$ cat config.mk
export PLATFORM = sky130hd
export DESIGN_NAME = bmp_front
export DESIGN_NICKNAME = d
export VERILOG_FILES = /design/src/hdl/binomial_mod_prime_macros.svh /design/src/hdl/bmp_pkg.sv /design/src/hdl/bmp_front.sv
export SDC_FILE = /design/constraint.sdc
export NUM_CORES = 1
export LEC_CHECK = 0
export BUFFER_PORTS_ARGS = -buffer_cell sky130_fd_sc_hd__buf_2
export CELL_PAD_IN_SITES_DETAIL_PLACEMENT = 1
export CELL_PAD_IN_SITES_GLOBAL_PLACEMENT = 2
export CORE_ASPECT_RATIO = 1.25
export CORE_MARGIN = 2
export CORE_UTILIZATION = 30
export CTS_CLUSTER_DIAMETER = 150
export DETAILED_ROUTE_END_ITERATION = 7
export GPL_TIMING_DRIVEN = 0
export PLACE_DENSITY = 0.77
export SYNTH_ARGS = -nofsm -noshare
export SYNTH_HDL_FRONTEND = slang
export SYNTH_SLANG_ARGS = --single-unit
export TNS_END_PERCENT = 10
$ cat constraint.sdc
create_clock -name clk -period 2.2 [get_ports clk]
set_input_delay 0.33 -clock clk [delete_from_list [all_inputs] [get_ports clk]]
set_output_delay 0.33 -clock clk [all_outputs]
set_load 0.005 [all_outputs]
$ cat src/hdl/binomial_mod_prime_macros.svh
// ----------------------------------------------------------------------------
// binomial_mod_prime_macros
// Assertion macros shared by the binomial block.
// ----------------------------------------------------------------------------
`ifndef BINOMIAL_MOD_PRIME_MACROS_SVH
`define BINOMIAL_MOD_PRIME_MACROS_SVH

// Check that cond implies nxt in the following cycle, outside reset.
`define BMP_ASSERT_NEXT(label, clk, rst, cond, nxt) \
  label: assert property (@(posedge clk) disable iff (rst) (cond) |=> (nxt)) \
    else $error("bmp check failed");

// Check that cond implies res in the same cycle, outside reset.
`define BMP_ASSERT_NOW(label, clk, rst, cond, res) \
  label: assert property (@(posedge clk) disable iff (rst) (cond) |-> (res)) \
    else $error("bmp check failed");

`endif

$ cat src/hdl/bmp_pkg.sv
// ----------------------------------------------------------------------------
// bmp_pkg
// Constants and types shared by the binomial coefficient block.
// ----------------------------------------------------------------------------
package bmp_pkg;
  localparam logic [29:0] PRIME = 30'd998244353;
  localparam logic [29:0] FERMAT_EXP = 30'd998244351;
  localparam int unsigned FIELD_W = 12;
  localparam int unsigned COEFF_W = 30;

  // Barrett reciprocal floor(2^60 / p) and 2p for the final correction.
  localparam logic [30:0] BARRETT_M = 31'((64'd1 << 60) / 64'(PRIME));
  localparam logic [31:0] PRIME_X2 = 32'(PRIME) << 1;

  // Classified query passed from the front end to the back end.
  typedef struct packed {
    logic [FIELD_W-1:0] n;
    logic [FIELD_W-1:0] r;
    logic               bad;
    logic               trivial;
  } bmp_cmd_t;

  typedef struct packed {
    logic                start;
    logic [COEFF_W-1:0]  a;
    logic [COEFF_W-1:0]  b;
  } bmp_mul_req_t;
endpackage

$ cat src/hdl/bmp_front.sv
// ----------------------------------------------------------------------------
// bmp_front
// Accepts queries, classifies them and pushes them into a two-entry queue.
// ----------------------------------------------------------------------------
module bmp_front #(
  parameter int unsigned TABLE_DEPTH = 4096
) (
  input  logic                      clk,
  input  logic                      rst,
  input  logic                      start,
  input  logic                      ready_in,
  input  logic [bmp_pkg::FIELD_W-1:0] n,
  input  logic [bmp_pkg::FIELD_W-1:0] r,
  output logic                      busy,
  output logic                      q_valid,
  output bmp_pkg::bmp_cmd_t         q_head,
  input  logic                      q_pop
);
  import bmp_pkg::*;

  bmp_cmd_t   slot [2];
  logic       rd_ptr;
  logic       wr_ptr;
  logic [1:0] count;
  logic       push;
  bmp_cmd_t   cmd;

  assign busy  = !ready_in || (count == 2'd2);
  assign push  = start && !busy;
  assign q_valid = (count != 2'd0);
  assign q_head  = slot[rd_ptr];

  always_comb begin
    cmd.n       = n;
    cmd.r       = r;
    cmd.bad     = (32'(n) >= TABLE_DEPTH) || (r > n);
    cmd.trivial = (r == '0);
  end

  always_ff @(posedge clk) begin
    if (rst) begin
      rd_ptr <= 1'b0;
      wr_ptr <= 1'b0;
      count  <= '0;
    end else begin
      if (push) wr_ptr <= !wr_ptr;
      if (q_pop) rd_ptr <= !rd_ptr;
      count <= count + 2'(push) - 2'(q_pop);
    end
  end

  always_ff @(posedge clk) begin
    if (push) slot[wr_ptr] <= cmd;
  end
endmodule

==> report_table.html <==
<table>
<tr><th>Metric</th><th>Value</th></tr>
<tr><th colspan="2">Outcome</th></tr>
<tr><td>Run status</td><td>completed</td></tr>
<tr><th colspan="2">Synth</th></tr>
<tr><td>Adder-cell share of the synthesized area</td><td>between 7 and 8%</td></tr>
<tr><td>Share of flip-flops with an asynchronous set or reset after synthesis</td><td>0%</td></tr>
<tr><td>Compound-gate portion of the synthesized area</td><td>just under 3%</td></tr>
<tr><td>Netlist cell types</td><td>25</td></tr>
<tr><td>Instance count of the mapped netlist</td><td>151</td></tr>
<tr><td>Top cells by area in the synthesized netlist</td><td>sky130_fd_sc_hd__edfxtp_1 (64%), sky130_fd_sc_hd__mux2_2 (12%), sky130_fd_sc_hd__ha_1 (7.2%)</td></tr>
<tr><td>Synthesized area</td><td>approximately 0.0024 mm2</td></tr>
<tr><td>Total of warnings raised by yosys</td><td>0</td></tr>
<tr><td>Share of the synthesized area in the top cell type</td><td>between 60% and 70%</td></tr>
<tr><td>Post-synthesis register bit count</td><td>57</td></tr>
<tr><td>Register area share after synthesis</td><td>68.45%</td></tr>
<tr><td>Syn avg cell area</td><td>16.08 um2</td></tr>
<tr><td>Post-Synth Simple-Gate Area</td><td>roughly 4.5%</td></tr>
<tr><td>Combinational family with the most area after synthesis</td><td>multiplexers</td></tr>
<tr><td>Multiplexer share of the synthesized area</td><td>12.06%</td></tr>
<tr><td>Cell type contributing the most total cell area after synthesis</td><td>sky130_fd_sc_hd__edfxtp_1</td></tr>
<tr><td>Post-Syn Nets</td><td>roughly 190</td></tr>
<tr><td>Number of enable-type register cells in the synthesized netlist</td><td>52</td></tr>
<tr><td>Synth Flop Type</td><td>sky130_fd_sc_hd__edfxtp_1</td></tr>
<tr><td>Synthesized-area fraction occupied by xor and xnor cells</td><td>1.443%</td></tr>
<tr><th colspan="2">Global route</th></tr>
<tr><td>Initial antenna violation count</td><td>0</td></tr>
<tr><td>Wire length of the first global-routing pass</td><td>7914 um</td></tr>
<tr><td>GRT Residual Overflow</td><td>0</td></tr>
<tr><td>Largest net degree at the start of global routing</td><td>15</td></tr>
<tr><td>Via count of the first global-routing pass</td><td>approximately 1.6k</td></tr>
<tr><td>GRT Resource Usage Total</td><td>approximately an eighth</td></tr>
<tr><th colspan="2">Critical path</th></tr>
<tr><td>Ordered cell list for the critical path</td><td>buf_2, buf_6, mux2_2, buf_2</td></tr>
<tr><td>Type of destination of the critical path</td><td>output pin</td></tr>
<tr><td>Critical path required time</td><td>1.87 ns</td></tr>
<tr><td>Arrival time at the worst endpoint</td><td>1.56 ns</td></tr>
<tr><td>Stage delay of the slowest cell on the critical path</td><td>0.35 ns</td></tr>
<tr><td>Start-to-end type of the worst setup path</td><td>flip-flop to output pin</td></tr>
<tr><td>Startpoint types</td><td>flip-flop</td></tr>
<tr><td>CP max FO</td><td>10</td></tr>
<tr><td>Logic depth of the worst register-to-register path</td><td>4</td></tr>
<tr><td>Worst path slowest cell</td><td>sky130_fd_sc_hd__mux2_2</td></tr>
<tr><td>Total number of cells along the worst setup path</td><td>4</td></tr>
<tr><td>Top cell by count, worst path</td><td>sky130_fd_sc_hd__buf_2</td></tr>
<tr><td>CP bufs+invs</td><td>3</td></tr>
<tr><td>Kind of cell with the highest combined delay on the critical path</td><td>buffers and inverters</td></tr>
<tr><th colspan="2">Placed design</th></tr>
<tr><td>Routability congestion estimate</td><td>0.6771</td></tr>
<tr><td>HPWL reported at the end of detailed placement</td><td>~3600 um</td></tr>
<tr><td>Port-buffer cells</td><td>between 50 and 60</td></tr>
<tr><th colspan="2">Power</th></tr>
<tr><td>Ratio of total power to cell area</td><td>~860 mW/mm2</td></tr>
<tr><td>Lkg Pwr</td><td>0.001223 uW</td></tr>
<tr><td>Post-layout power</td><td>2644 uW</td></tr>
<tr><td>Max rail drop VDD</td><td>513.1 uV</td></tr>
<tr><th colspan="2">Die</th></tr>
<tr><td>Die X-Extent</td><td>84.46 um</td></tr>
<tr><td>Die footprint</td><td>slightly below 0.009 mm2</td></tr>
<tr><td>I/O pin cnt</td><td>57</td></tr>
<tr><td>Die Y</td><td>104.6 um</td></tr>
<tr><td>Core area</td><td>0.007838 mm2</td></tr>
<tr><td>Placement row count</td><td>36</td></tr>
<tr><td>Starting density of the core</td><td>30.97%</td></tr>
<tr><th colspan="2">STA</th></tr>
<tr><td>Slew Limit Headroom</td><td>about 46%</td></tr>
<tr><td>Post-Route Hold Slack</td><td>0.1924 ns</td></tr>
<tr><td>Hold violation count in the final report</td><td>0</td></tr>
<tr><td>Pins Over Slew Limit</td><td>0</td></tr>
<tr><td>Post-route fraction of the period consumed by the critical path</td><td>85.97%</td></tr>
<tr><td>Actual transition at the worst max-transition pin</td><td>just over 0.8 ns</td></tr>
<tr><td>Clk_skew</td><td>0.004732 ns</td></tr>
<tr><td>Final number of setup-violating endpoints</td><td>0</td></tr>
<tr><td>Peak clock frequency supported by timing</td><td>about 530 MHz</td></tr>
<tr><td>Post-layout min period</td><td>1.891 ns</td></tr>
<tr><td>Setup repair after global routing missed its margin</td><td>false</td></tr>
<tr><th colspan="2">Run</th></tr>
<tr><td>Max_cap viols</td><td>0</td></tr>
<tr><th colspan="2">Detailed routing</th></tr>
<tr><td>Total Routed Length</td><td>4817 um</td></tr>
<tr><td>DRC violation total after the first TritonRoute iteration</td><td>55</td></tr>
<tr><td>Count of TritonRoute iterations in the first routing pass</td><td>3</td></tr>
<tr><td>Detailed-route vias per instance</td><td>4.550</td></tr>
<tr><td>Number of vias after detailed routing</td><td>around 1.5k</td></tr>
<tr><td>Post-route antenna net violation count</td><td>0</td></tr>
<tr><td>Drt drc</td><td>0</td></tr>
<tr><td>Per-cell routed wire length</td><td>15.05 um</td></tr>
<tr><th colspan="2">Cells and area</th></tr>
<tr><td>Final Core Density</td><td>a little under 40%</td></tr>
<tr><td>Final Net Count</td><td>between 200 and 300</td></tr>
<tr><td>Antenna diode count</td><td>0</td></tr>
<tr><td>Layout overhead on the synthesized area</td><td>26.91%</td></tr>
<tr><td>Number of fill cells in the layout</td><td>~860</td></tr>
<tr><td>Ratio of cells with drive above 1 in the final layout</td><td>between 40% and 50%</td></tr>
<tr><th colspan="2">Clocking</th></tr>
<tr><td>Number of setup buffers added after CTS</td><td>0</td></tr>
<tr><td>CTS root buffer</td><td>sky130_fd_sc_hd__clkbuf_8</td></tr>
<tr><td>Clock latency on the worst-skew pair</td><td>0.34 ns</td></tr>
<tr><td>Worst-case clock buffer depth</td><td>2</td></tr>
<tr><td>Number of buffers added by the clock tree synthesis step</td><td>9</td></tr>
<tr><td>TritonCTS clock tree</td><td>built</td></tr>
<tr><td>Post-CTS Hold Fix Bufs</td><td>0</td></tr>
<tr><td>Total number of clock tree sinks</td><td>57</td></tr>
<tr><td>Clock transition at path regs</td><td>0.06 ns</td></tr>
<tr><td>Post-cts gate resize count</td><td>0</td></tr>
<tr><td>H-tree level count</td><td>3</td></tr>
<tr><th colspan="2">Worst hold path</th></tr>
<tr><td>Worst min-delay path class</td><td>primary input to flip-flop</td></tr>
<tr><td>Worst hold path depth</td><td>1</td></tr>
</table>
==> state kept, by name, summed over array words and instances (netlist names), named ones only <==
register  flops
wr_ptr        1
rd_ptr        1
slot         52
count         2
==> per-stage QoR <==
stage / worst slack [ns] / std cells / setup TNS [ns] / area [um2]
2_1_floorplan: 0.1597 / 151 / 0 / 2427
3_3_place_gp: -0.5730 / 302 / -29.66 / 2826
3_5_place_dp: 0.3673 / 304 / 0 / 2861
4_1_cts: 0.2331 / 320 / 0 / 3080
5_1_grt: 0.2013 / 320 / 0 / 3080
6_report: 0.3087 / 320 / 0 / 3080
==> cell usage in the layout (no fill, tap or decap), types with 3 or more instances in the layout <==
master,netlist,layout
sky130_fd_sc_hd__xnor2_1,4,4
sky130_fd_sc_hd__mux2_2,26,26
sky130_fd_sc_hd__clkbuf_8,0,11
sky130_fd_sc_hd__dfxtp_1,5,5
sky130_fd_sc_hd__buf_2,1,57
sky130_fd_sc_hd__a21oi_1,5,5
sky130_fd_sc_hd__inv_1,15,15
sky130_fd_sc_hd__nand4_1,3,3
sky130_fd_sc_hd__edfxtp_1,52,52
sky130_fd_sc_hd__nor4_1,3,3
sky130_fd_sc_hd__ha_1,14,14
sky130_fd_sc_hd__nor2_1,6,4
==> final timing paths <==
kind	startpoint	slack, ns	end
worst max register to register	count[1]	0.42	slot[0][17]
worst min-delay path	n[9]	0.19	slot[0][23]
worst min register to register	rd_ptr	0.51	flip-flop
worst max-delay path	flip-flop	0.31	q_head[6]
==> power breakdown <==
| part | switching (uW) | internal, uW |
|---|---|---|
| clock network | 408 | 603 |
| registers | 19.1 | 1260 |
| logic | 178 | 176 |
==> logic make-up (layout without fill, tap and decap cells) <==
family          Yosys count  count (layout)
simple gates             21              21
fa+ha+maj                14              14
xor+xnor                  4               4
mux                      26              26
flops                    57              57
buf+inv                  18              92
compound gates           11              11
==> layout make-up <==
cell class / instances / area (um2) / area share, %
well taps: 95 / 118.9 / 3.859
inverters: 15 / 56.30 / 1.828
repair buffers: 58 / 310.3 / 10.07
flip-flops and latches: 57 / 1662 / 53.94
clock inverters: 3 / 17.52 / 0.5686
clock buffers: 13 / 201.4 / 6.539
plain buffers: 3 / 27.53 / 0.8936
multi-input cells: 76 / 686.9 / 22.30
==> cell usage after synthesis, types with 2 or more instances <==
library cell                n
sky130_fd_sc_hd__ha_1      14
sky130_fd_sc_hd__nor2b_1    2
sky130_fd_sc_hd__xnor2_1    4
sky130_fd_sc_hd__edfxtp_1  52
sky130_fd_sc_hd__dfxtp_1    5
sky130_fd_sc_hd__nand4_1    3
sky130_fd_sc_hd__buf_6      2
sky130_fd_sc_hd__inv_1     15
sky130_fd_sc_hd__nand2_1    2
sky130_fd_sc_hd__nor4_1     3
sky130_fd_sc_hd__mux2_2    26
sky130_fd_sc_hd__a21oi_1    5
sky130_fd_sc_hd__nor2_1     6
==> per-layer routing <==
layer | routed length [um] | track usage, % | part of all wire [%] | vias to the layer above
met5 | 0 | 0 | 0 | -
met4 | 113 | 6.803 | 2.3 | 0
met3 | 311 | 5.134 | 6.5 | 10
met2 | 2474 | 19.78 | 51 | 42
met1 | 1917 | 13.44 | 40 | 704
li1 | - | - | - | 700
Power figures use the tool's default switching activity.
